File: src/rtl/bur_pkg.sv
package bur_pkg;

    // history geometry
    localparam int HISTORY_LIMIT = 20;
    localparam int DEPTH         = HISTORY_LIMIT + 1;
    localparam int PTR_W         = $clog2(DEPTH);
    localparam int CNT_W         = $clog2(DEPTH + 1);

    // field widths
    localparam int STATE_BITS = 64;
    localparam int TIME_W     = 32;
    localparam int FUNC_W     = 3;

    // configuration port
    localparam int CFG_DATA_W = 32;
    localparam int CFG_IDX_W  = 1;
    localparam logic [CFG_IDX_W-1:0] CFG_COLLISION = 1'd0;
    localparam logic [CFG_IDX_W-1:0] CFG_INTERVAL  = 1'd1;
    localparam logic [TIME_W-1:0]    INTERVAL_RESET = 32'd800;

    // request function codes
    typedef enum logic [FUNC_W-1:0] {
        FUNC_RECORD = 3'd0,
        FUNC_UNDO   = 3'd1,
        FUNC_REDO   = 3'd2,
        FUNC_PURGE  = 3'd3,
        FUNC_QUERY  = 3'd4
    } t_func;

    // controller to datapath commands
    typedef struct packed {
        logic load;
        logic exec;
    } t_dp_cmd;

endpackage

File: src/rtl/bur_in_if.sv
interface bur_in_if import bur_pkg::*; ();
    logic                  valid;
    logic                  ready;
    logic [FUNC_W-1:0]     func;
    logic [STATE_BITS-1:0] entry_in;
    logic [TIME_W-1:0]     now_ms;

    modport source (output valid, output func, output entry_in, output now_ms, input ready);
    modport sink (input valid, input func, input entry_in, input now_ms, output ready);
endinterface

File: src/rtl/bur_out_if.sv
interface bur_out_if import bur_pkg::*; ();
    logic                  valid;
    logic                  ready;
    logic [STATE_BITS-1:0] state_out;
    logic                  from_history;
    logic                  recorded;
    logic                  can_undo;
    logic [CNT_W-1:0]      entries_used;
    logic                  modified;

    modport source (output valid, output state_out, output from_history, output recorded,
                    output can_undo, output entries_used, output modified, input ready);
    modport sink (input valid, input state_out, input from_history, input recorded,
                  input can_undo, input entries_used, input modified, output ready);
endinterface

File: src/rtl/bur_ctrl.sv
module bur_ctrl import bur_pkg::*; (
    input  logic    i_clk,
    input  logic    i_rst_n,
    input  logic    i_in_valid,
    input  logic    i_out_ready,
    output logic    o_in_ready,
    output logic    o_out_valid,
    output t_dp_cmd o_cmd
);

    typedef enum logic [1:0] {
        S_IDLE,
        S_EXEC,
        S_DONE
    } t_state;

    t_state r_state;
    t_state n_state;
    logic   r_out_valid;
    logic   accept;

    // a new request enters when idle or as the held result leaves
    assign o_in_ready = (r_state == S_IDLE) || ((r_state == S_DONE) && i_out_ready);
    assign accept     = i_in_valid && o_in_ready;

    // next state
    always_comb begin
        n_state = r_state;
        case (r_state)
            S_IDLE: begin
                if (accept) begin
                    n_state = S_EXEC;
                end
            end
            S_EXEC: begin
                n_state = S_DONE;
            end
            S_DONE: begin
                if (i_out_ready) begin
                    n_state = accept ? S_EXEC : S_IDLE;
                end
            end
            default: begin
                n_state = S_IDLE;
            end
        endcase
    end

    // state and result valid
    always_ff @(posedge i_clk) begin
        if (!i_rst_n) begin
            r_state     <= S_IDLE;
            r_out_valid <= 1'b0;
        end else begin
            r_state     <= n_state;
            r_out_valid <= (n_state == S_DONE);
        end
    end

    assign o_out_valid = r_out_valid;
    assign o_cmd.load  = accept;
    assign o_cmd.exec  = (r_state == S_EXEC);

endmodule

File: src/rtl/bur_dp.sv
module bur_dp import bur_pkg::*; (
    input  logic                  i_clk,
    input  logic                  i_rst_n,
    input  t_dp_cmd               i_cmd,
    input  logic [FUNC_W-1:0]     i_func,
    input  logic [STATE_BITS-1:0] i_entry_in,
    input  logic [TIME_W-1:0]     i_now_ms,
    input  logic                  i_cfg_we,
    input  logic [CFG_IDX_W-1:0]  i_cfg_idx,
    input  logic [CFG_DATA_W-1:0] i_cfg_data,
    output logic [STATE_BITS-1:0] o_state_out,
    output logic                  o_from_history,
    output logic                  o_recorded,
    output logic                  o_can_undo,
    output logic [CNT_W-1:0]      o_entries_used,
    output logic                  o_modified
);

    // circular pointer helpers, sum stays below twice the depth
    function automatic logic [PTR_W-1:0] ptr_wrap(input logic [PTR_W:0] s);
        return (s >= (PTR_W+1)'(DEPTH)) ? PTR_W'(s - (PTR_W+1)'(DEPTH)) : s[PTR_W-1:0];
    endfunction

    function automatic logic [PTR_W-1:0] ptr_dec(input logic [PTR_W-1:0] p);
        return (p == '0) ? PTR_W'(DEPTH - 1) : PTR_W'(p - 1'b1);
    endfunction

    function automatic logic [PTR_W-1:0] ptr_inc(input logic [PTR_W-1:0] p);
        return (p == PTR_W'(DEPTH - 1)) ? '0 : PTR_W'(p + 1'b1);
    endfunction

    // captured request
    logic [FUNC_W-1:0]     r_func;
    logic [STATE_BITS-1:0] r_word;
    logic [TIME_W-1:0]     r_now;

    // history control state
    logic [PTR_W-1:0]  r_fp, n_fp;
    logic [CNT_W-1:0]  r_cnt, n_cnt;
    logic [PTR_W-1:0]  r_cur, n_cur;
    logic [TIME_W-1:0] r_last, n_last;
    logic              r_seen, n_seen;

    // configuration
    logic              r_cv;
    logic [TIME_W-1:0] r_interval;

    // result flags
    logic r_from_hist, n_from_hist;
    logic r_recorded, n_recorded;

    // history storage
    logic [STATE_BITS-1:0] r_mem [DEPTH];
    logic [STATE_BITS-1:0] r_rdata;
    logic                  mem_we;
    logic [PTR_W-1:0]      waddr;
    logic [PTR_W-1:0]      raddr;

    // record helpers
    logic [TIME_W-1:0] gap;
    logic              drop;
    logic [PTR_W-1:0]  base_fp;
    logic [CNT_W-1:0]  base_cnt;
    logic [CNT_W-1:0]  grown_cnt;
    logic [CNT_W-1:0]  cur_up;
    logic [CNT_W-1:0]  cur_lim;

    // coalescing check with modular time
    assign gap  = r_now - r_last;
    assign drop = r_seen && (gap < r_interval);

    // discard undone entries ahead of a record
    assign base_fp  = (r_cur != '0)
                    ? ptr_wrap((PTR_W+1)'(r_fp) + (PTR_W+1)'(r_cur) + (PTR_W+1)'(1))
                    : r_fp;
    assign base_cnt = (r_cur != '0) ? CNT_W'(r_cnt - CNT_W'(r_cur) - CNT_W'(1)) : r_cnt;
    assign grown_cnt = (base_cnt < CNT_W'(DEPTH)) ? CNT_W'(base_cnt + 1'b1) : base_cnt;

    // next history state
    always_comb begin
        n_fp        = r_fp;
        n_cnt       = r_cnt;
        n_cur       = r_cur;
        n_last      = r_last;
        n_seen      = r_seen;
        n_from_hist = 1'b0;
        n_recorded  = 1'b0;
        mem_we      = 1'b0;
        waddr       = r_fp;
        raddr       = r_fp;
        cur_up      = CNT_W'(r_cur) + CNT_W'(1);
        cur_lim     = '0;
        case (r_func)
            FUNC_RECORD: begin
                n_last = r_now;
                n_seen = 1'b1;
                if (!drop) begin
                    mem_we     = 1'b1;
                    waddr      = ptr_dec(base_fp);
                    n_fp       = waddr;
                    n_cnt      = (grown_cnt > CNT_W'(HISTORY_LIMIT))
                               ? CNT_W'(HISTORY_LIMIT) : grown_cnt;
                    n_cur      = '0;
                    n_recorded = 1'b1;
                end
            end
            FUNC_UNDO: begin
                if (r_cnt != '0) begin
                    // first step saves the live word
                    if (r_cur == '0) begin
                        mem_we = 1'b1;
                        waddr  = ptr_dec(r_fp);
                        n_fp   = waddr;
                        n_cnt  = (r_cnt < CNT_W'(DEPTH)) ? CNT_W'(r_cnt + 1'b1) : r_cnt;
                    end
                    cur_lim     = CNT_W'(n_cnt - 1'b1);
                    n_cur       = (cur_up > cur_lim) ? PTR_W'(cur_lim) : PTR_W'(cur_up);
                    raddr       = ptr_wrap((PTR_W+1)'(n_fp) + (PTR_W+1)'(n_cur));
                    n_from_hist = 1'b1;
                end
            end
            FUNC_REDO: begin
                if ((r_cnt != '0) && (r_cur != '0)) begin
                    n_cur       = PTR_W'(r_cur - 1'b1);
                    raddr       = ptr_wrap((PTR_W+1)'(r_fp) + (PTR_W+1)'(n_cur));
                    n_from_hist = 1'b1;
                    // back at the live word: drop the saved copy
                    if (n_cur == '0) begin
                        n_fp  = ptr_inc(r_fp);
                        n_cnt = CNT_W'(r_cnt - 1'b1);
                    end
                end
            end
            FUNC_PURGE: begin
                if (!r_cv) begin
                    n_cur = '0;
                    n_cnt = '0;
                end
            end
            default: begin
            end
        endcase
    end

    // request capture
    always_ff @(posedge i_clk) begin
        if (i_cmd.load) begin
            r_func <= i_func;
            r_word <= i_entry_in;
            r_now  <= i_now_ms;
        end
    end

    // control state and configuration
    always_ff @(posedge i_clk) begin
        if (!i_rst_n) begin
            r_fp        <= '0;
            r_cnt       <= '0;
            r_cur       <= '0;
            r_last      <= '0;
            r_seen      <= 1'b0;
            r_cv        <= 1'b0;
            r_interval  <= INTERVAL_RESET;
            r_from_hist <= 1'b0;
            r_recorded  <= 1'b0;
        end else begin
            if (i_cfg_we) begin
                case (i_cfg_idx)
                    CFG_COLLISION: r_cv       <= i_cfg_data[0];
                    CFG_INTERVAL:  r_interval <= i_cfg_data[TIME_W-1:0];
                    default: begin
                    end
                endcase
            end
            if (i_cmd.exec) begin
                r_fp        <= n_fp;
                r_cnt       <= n_cnt;
                r_cur       <= n_cur;
                r_last      <= n_last;
                r_seen      <= n_seen;
                r_from_hist <= n_from_hist;
                r_recorded  <= n_recorded;
            end
        end
    end

    // history memory, one write and one registered read
    always_ff @(posedge i_clk) begin
        if (i_cmd.exec) begin
            if (mem_we) begin
                r_mem[waddr] <= r_word;
            end
            r_rdata <= r_mem[raddr];
        end
    end

    // result fields
    assign o_state_out    = r_from_hist ? r_rdata : r_word;
    assign o_from_history = r_from_hist;
    assign o_recorded     = r_recorded;
    assign o_can_undo     = (r_cnt != '0)
                         && ((r_cnt == CNT_W'(1)) || (CNT_W'(r_cur) != CNT_W'(r_cnt - 1'b1)));
    assign o_entries_used = r_cnt;
    assign o_modified     = r_seen;

endmodule

File: src/rtl/bounded_undo_redo_history.sv
// bounded undo/redo history of state words
// an accepted request passes through the execute state; its result is then registered valid
// and held until taken
// a new request enters when idle or in the cycle its predecessor's result is taken, not
// before; the execute state holds the registered read of the history memory
// reset: synchronous, active low; clears pointers, counters and flags, returns configuration
// to its reset values, history storage keeps its contents and needs no clearing
module bounded_undo_redo_history import bur_pkg::*; (
    input  logic                  i_clk,
    input  logic                  i_rst_n,
    bur_in_if.sink                i_in,
    bur_out_if.source             o_out,
    input  logic                  i_cfg_we,
    input  logic [CFG_IDX_W-1:0]  i_cfg_idx,
    input  logic [CFG_DATA_W-1:0] i_cfg_data
);

    t_dp_cmd cmd;
    logic    in_ready;
    logic    out_valid;

    // handshake sequencing
    bur_ctrl u_ctrl (
        .i_clk       (i_clk),
        .i_rst_n     (i_rst_n),
        .i_in_valid  (i_in.valid),
        .i_out_ready (o_out.ready),
        .o_in_ready  (in_ready),
        .o_out_valid (out_valid),
        .o_cmd       (cmd)
    );

    // history state and storage
    bur_dp u_dp (
        .i_clk          (i_clk),
        .i_rst_n        (i_rst_n),
        .i_cmd          (cmd),
        .i_func         (i_in.func),
        .i_entry_in     (i_in.entry_in),
        .i_now_ms       (i_in.now_ms),
        .i_cfg_we       (i_cfg_we),
        .i_cfg_idx      (i_cfg_idx),
        .i_cfg_data     (i_cfg_data),
        .o_state_out    (o_out.state_out),
        .o_from_history (o_out.from_history),
        .o_recorded     (o_out.recorded),
        .o_can_undo     (o_out.can_undo),
        .o_entries_used (o_out.entries_used),
        .o_modified     (o_out.modified)
    );

    assign i_in.ready  = in_ready;
    assign o_out.valid = out_valid;

endmodule

File: src/flat_wrapper.sv
// flat-port wrapper written by rule: the top's interface ports become plain ports
module bounded_undo_redo_history_flat import bur_pkg::*;
  (i_clk, i_rst_n, i_cfg_we, i_cfg_idx, i_cfg_data, i_in_valid, i_in_func, i_in_entry_in, i_in_now_ms, i_in_ready, o_out_valid, o_out_state_out, o_out_from_history, o_out_recorded, o_out_can_undo, o_out_entries_used, o_out_modified, o_out_ready);
  bur_in_if i_in_i ();
  bur_out_if o_out_i ();
  input  logic i_clk;
  input  logic i_rst_n;
  input  logic i_cfg_we;
  input  logic [CFG_IDX_W-1:0] i_cfg_idx;
  input  logic [CFG_DATA_W-1:0] i_cfg_data;
  input wire logic [$bits(i_in_i.valid)-1:0] i_in_valid;
  input wire logic [$bits(i_in_i.func)-1:0] i_in_func;
  input wire logic [$bits(i_in_i.entry_in)-1:0] i_in_entry_in;
  input wire logic [$bits(i_in_i.now_ms)-1:0] i_in_now_ms;
  output wire logic [$bits(i_in_i.ready)-1:0] i_in_ready;
  output wire logic [$bits(o_out_i.valid)-1:0] o_out_valid;
  output wire logic [$bits(o_out_i.state_out)-1:0] o_out_state_out;
  output wire logic [$bits(o_out_i.from_history)-1:0] o_out_from_history;
  output wire logic [$bits(o_out_i.recorded)-1:0] o_out_recorded;
  output wire logic [$bits(o_out_i.can_undo)-1:0] o_out_can_undo;
  output wire logic [$bits(o_out_i.entries_used)-1:0] o_out_entries_used;
  output wire logic [$bits(o_out_i.modified)-1:0] o_out_modified;
  input wire logic [$bits(o_out_i.ready)-1:0] o_out_ready;
  assign i_in_i.valid = i_in_valid;
  assign i_in_i.func = i_in_func;
  assign i_in_i.entry_in = i_in_entry_in;
  assign i_in_i.now_ms = i_in_now_ms;
  assign i_in_ready = i_in_i.ready;
  assign o_out_valid = o_out_i.valid;
  assign o_out_state_out = o_out_i.state_out;
  assign o_out_from_history = o_out_i.from_history;
  assign o_out_recorded = o_out_i.recorded;
  assign o_out_can_undo = o_out_i.can_undo;
  assign o_out_entries_used = o_out_i.entries_used;
  assign o_out_modified = o_out_i.modified;
  assign o_out_i.ready = o_out_ready;
  bounded_undo_redo_history u_core (.i_clk(i_clk), .i_rst_n(i_rst_n), .i_in(i_in_i), .o_out(o_out_i), .i_cfg_we(i_cfg_we), .i_cfg_idx(i_cfg_idx), .i_cfg_data(i_cfg_data));
endmodule
File: config.mk
export PLATFORM = sky130hd
export DESIGN_NAME = bounded_undo_redo_history_flat
export DESIGN_NICKNAME = d
export VERILOG_FILES = /design/src/rtl/bur_pkg.sv /design/src/rtl/bur_in_if.sv /design/src/rtl/bur_out_if.sv /design/src/rtl/bur_ctrl.sv /design/src/rtl/bur_dp.sv /design/src/rtl/bounded_undo_redo_history.sv /design/src/flat_wrapper.sv
export SDC_FILE = /design/constraint.sdc
export NUM_CORES = 2
export LEC_CHECK = 0
export BUFFER_PORTS_ARGS = -buffer_cell sky130_fd_sc_hd__buf_2
export CORE_MARGIN = 5
export CORE_UTILIZATION = 45
export CTS_CLUSTER_SIZE = 8
export DETAILED_ROUTE_END_ITERATION = 10
export SYNTH_ARGS = -nofsm -noshare
export SYNTH_HDL_FRONTEND = slang
export SYNTH_SLANG_ARGS = --single-unit
File: constraint.sdc
create_clock -name i_clk -period 11.4 [get_ports i_clk]
set_clock_uncertainty 0.2 [all_clocks]
set_input_delay 0.57 -clock i_clk [delete_from_list [all_inputs] [get_ports i_clk]]
set_output_delay 0.57 -clock i_clk [all_outputs]
set_load 0.02 [all_outputs]
==> impl_summary.log <==
[metrics] pre-CTS worst setup slack: 2130 ps
[metrics] total number of nets in the final design: 5,646
[metrics] Placer Congestion: 0.829
[metrics] die height: 396 um
[metrics] share of the clock period used by the worst path after layout: 0.830
[metrics] RSZ-0062 raised after global routing: false
[metrics] time the final worst path needs with I/O delays and setup: 9470 ps
[metrics] global-route wire length before repair: 274,000 um
[metrics] Maximum Capacitance Violations: 0
[metrics] status: completed
[metrics] synthesized area per cell: 13.2 um2
[metrics] share of synthesized area occupied by flip-flops and latches: 0.700
[metrics] final sum of negative setup slack: 0 ps
[metrics] clock latency of the later-clocked register in the worst-skew pair: 830 ps
[metrics] number of synthesized flops with an enable pin: 1,507
[metrics] via/cell ratio: 5.88
[metrics] sinks on the clock net: 1,593
[metrics] Synth-to-Final Area Change: 15.8%
[metrics] commonest cells after routing, fill and taps aside: sky130_fd_sc_hd__edfxtp_1, sky130_fd_sc_hd__nand2_1, sky130_fd_sc_hd__nand3_1, sky130_fd_sc_hd__clkbuf_16, sky130_fd_sc_hd__buf_2
[metrics] worst min path class: input pin to flop
[metrics] crit path max-delay cell type: sky130_fd_sc_hd__or4b_2
[metrics] cell with the most instances on the worst path: sky130_fd_sc_hd__ha_1
[metrics] WP data required: 11,750 ps
[metrics] global routing usage summed across all routing layers: 0.230
[metrics] DPL Wire Length: 91,400 um
[metrics] register bit total from synthesis: 1,593
[metrics] clock-pin slew reported for the worst setup and hold paths after clock tree synthesis: 60 ps
[metrics] number of I/O port buffers: 211
[metrics] DRC errors left: 0
[metrics] number of slew-limit violations in the final report: 0
[metrics] synthesized area: 67,100 um2
[metrics] number of antenna violations at the first check in global routing: 3
[metrics] syn nets: 5,319
[metrics] combinational fraction of design power: 0.093
[metrics] total die area: 157,000 um2
[metrics] GR Overflow Total: 0
[metrics] Switch Pwr: 3.26 mW
[metrics] clock share of power: 0.424
[metrics] number of global-route vias before repair: 41,800
[metrics] Initial Utilization: 0.453
[metrics] number of search-and-repair iterations in the first detailed-routing pass: 5
[metrics] share of async-settable or async-resettable flops after synthesis: 0
[metrics] leakage power: 26.3 nW
[metrics] CP Capture Type: flop
[metrics] ys flop type: sky130_fd_sc_hd__edfxtp_1
[metrics] initial DRC count: 4,141
[metrics] number of H-tree levels: 4
[metrics] slew at the pin closest to its max-slew limit: 1400 ps
[metrics] detailed-route via count: 43,300
[metrics] Power per Cell Area: 177 nW/um2
[metrics] maximum buffer depth of the clock tree: 3
[metrics] post-route setup slack: 1930 ps
[metrics] switching fraction of total power: 0.238
[metrics] critical path fanouts, max: 59
[metrics] final standard cell utilization of the core: 0.525
[metrics] number of instances in the synthesized netlist: 5,072
[metrics] Core Footprint: 148,000 um2
[metrics] Detailed Route WL: 184,000 um
[metrics] data arrival time of the worst path: 9810 ps
[metrics] delay of the slowest critical-path stage: 880 ps
[metrics] clock tree root buffer cell: sky130_fd_sc_hd__clkbuf_16
[metrics] Slew headroom: 0.0681
[metrics] area share of the leading cell type in the synthesized netlist: 0.674
[metrics] cell type with the highest aggregate area in the netlist: sky130_fd_sc_hd__edfxtp_1
[metrics] pin count of the biggest net entering global routing: 195
[metrics] num ports: 212
[metrics] TritonCTS clock tree: built
[metrics] final setup violating endpoints: 0
[metrics] cell-internal power: 10.5 mW
[metrics] number of placement rows: 141
[metrics] cell area after placement: 70,300 um2
[metrics] worst vdd ir: 0.156 mV
[metrics] number of warnings reported in the yosys synthesis log: 0
[metrics] category of the worst setup path launch point: flop
[metrics] achievable frequency: 106 MHz
[metrics] final design area excluding fillers: 77,700 um2
[metrics] Avg WL per Cell: 24.9 um
[metrics] count of endpoints failing hold in the final timing report: 0
[metrics] share of layout cells above drive strength 1: 0.131
[metrics] kind of critical path: flop to flop
[metrics] die width: 396 um
[metrics] main area contributors after synthesis: sky130_fd_sc_hd__edfxtp_1, sky130_fd_sc_hd__nand2_1, sky130_fd_sc_hd__dfxtp_1, sky130_fd_sc_hd__a211oi_1, sky130_fd_sc_hd__a21boi_0
[metrics] power share of the sequential group: 0.483
[metrics] most frequent standard cell in the layout excluding fill and tap cells: sky130_fd_sc_hd__edfxtp_1
[metrics] Detail Route Antenna Nets: 0
[metrics] number of distinct standard cells referenced by the synthesized netlist: 79
[metrics] number of buffers inserted during clock tree synthesis: 219
-- synthesized netlist by cell type, types with 5 or more instances --
cell type / count
sky130_fd_sc_hd__edfxtp_1: 1507
sky130_fd_sc_hd__nor2_1: 59
sky130_fd_sc_hd__o31a_1: 7
sky130_fd_sc_hd__a2111oi_2: 49
sky130_fd_sc_hd__a2111oi_1: 11
sky130_fd_sc_hd__dfxtp_1: 86
sky130_fd_sc_hd__fa_1: 5
sky130_fd_sc_hd__nor2b_1: 11
sky130_fd_sc_hd__nand2_1: 1080
sky130_fd_sc_hd__mux2i_1: 13
sky130_fd_sc_hd__nor3b_1: 14
sky130_fd_sc_hd__o21ai_0: 43
sky130_fd_sc_hd__nor3_1: 25
sky130_fd_sc_hd__a311oi_1: 65
sky130_fd_sc_hd__a22oi_1: 9
sky130_fd_sc_hd__xor2_1: 21
sky130_fd_sc_hd__buf_2: 59
sky130_fd_sc_hd__o22ai_1: 75
sky130_fd_sc_hd__nand4_1: 11
sky130_fd_sc_hd__and2_1: 10
sky130_fd_sc_hd__o221ai_1: 6
sky130_fd_sc_hd__a31oi_1: 140
sky130_fd_sc_hd__a21boi_0: 191
sky130_fd_sc_hd__ha_1: 105
sky130_fd_sc_hd__a211oi_1: 207
sky130_fd_sc_hd__o211a_1: 6
sky130_fd_sc_hd__o21a_1: 22
sky130_fd_sc_hd__clkbuf_1: 242
sky130_fd_sc_hd__nand2b_1: 11
sky130_fd_sc_hd__inv_1: 108
sky130_fd_sc_hd__and3_1: 201
sky130_fd_sc_hd__xnor2_1: 43
sky130_fd_sc_hd__mux2_2: 67
sky130_fd_sc_hd__a21oi_1: 124
sky130_fd_sc_hd__a2111oi_0: 8
sky130_fd_sc_hd__nand3_1: 280
sky130_fd_sc_hd__o211ai_1: 9
sky130_fd_sc_hd__a21o_1: 25
sky130_fd_sc_hd__buf_1: 28
sky130_fd_sc_hd__o31ai_1: 8
sky130_fd_sc_hd__or3_1: 9
-- worst paths after layout --
check                                                start  cells after the start                         end  slack, ps
worst max-delay path                  u_core.u_dp.r_cur[0]                     28      u_core.u_dp.r_rdata[3]       1930
worst min-delay path                     i_in_entry_in[13]                      2      u_core.u_dp.r_word[13]        250
worst max register to register        u_core.u_dp.r_cur[0]                     28      u_core.u_dp.r_rdata[3]       1930
worst min register to register  u_core.u_dp.r_interval[14]                      2  u_core.u_dp.r_interval[14]        260
-- power groups by stage --
stage                     clock network [mW]  logic, mW  registers, mW
after floorplan                            0      0.874           6.68
after global placement                     0       1.22           6.73
after detailed placement                   0       1.23           6.74
after CTS                               5.94       1.27           6.63
after global routing                    6.20       1.40           6.63
final                                   5.82       1.27           6.63
-- registers in the layout (all words and copies together), names as in the netlist --
name / cells
u_core.u_dp.r_mem: 1344
u_core.u_dp.r_rdata: 64
u_core.u_dp.r_word: 64
u_core.u_dp.r_interval: 32
u_core.u_dp.r_last: 32
u_core.u_dp.r_now: 32
u_core.u_dp.o_entries_used: 5
u_core.u_dp.r_cur: 5
u_core.u_dp.r_fp: 5
u_core.u_dp.r_func: 3
u_core.u_ctrl.r_state: 2
u_core.u_ctrl.o_out_valid: 1
u_core.u_dp.o_from_history: 1
u_core.u_dp.o_modified: 1
u_core.u_dp.o_recorded: 1
u_core.u_dp.r_cv: 1
-- area by class of cell --
cell class                 instances  area (um2)
multi-input combinational       3038       18600
sequential                      1593       47000
antenna                            1        2.50
fill                           12200       70300
clock inverter                    20         407
tap                             1930        2410
inverter                         108         408
timing repair buffer             439        3270
clock buffer                     245        5590
-- critical path, delay by kind of cell (launching register included) --
kind	cells	cell delay, ps
XOR/XNOR	2	550
multiplexers	1	320
buffers and inverters	5	1570
AND/OR/NAND/NOR	6	1650
AO/OA/AOI/OAI	9	2980
flip-flops	1	380
adder cells (fa/ha/maj)	5	1510
-- stage by stage --
step	std cells	power (mW)	hold slack (ps)
after floorplan	5072	7.55	243
after global placement	6972	7.95	253
after detailed placement	6972	7.97	259
after CTS	7373	13.8	188
after global routing	7374	14.2	206
final	7374	13.7	249
-- cells by family (layout without fill, tap and decap cells) --
family,count (synthesis),count (layout),synth area share
buf+inv,441,812,0.0260
fa+ha+maj,110,110,0.0211
other cells,0,1,0
simple gates,1730,1730,0.114
compound gates,1053,1053,0.117
flops,1593,1593,0.700
mux,81,81,0.0134
xor+xnor,64,64,0.00835
-- layer usage --
metal,up-vias,track usage,part of all wire
met5,-,0,0
li1,19700,-,-
met3,292,0.0353,0.066
met4,0,0.0665,0.026
met2,1607,0.372,0.48
met1,21700,0.324,0.43
-- what timing repair did --
item | 4_1_cts | 5_1_grt
resized for setup | 0 | 0
hold endpoints to repair | 135 | 0
hold buffers | 136 | 0
buffers inserted | 0 | 0
Power figures use the tool's default switching activity.
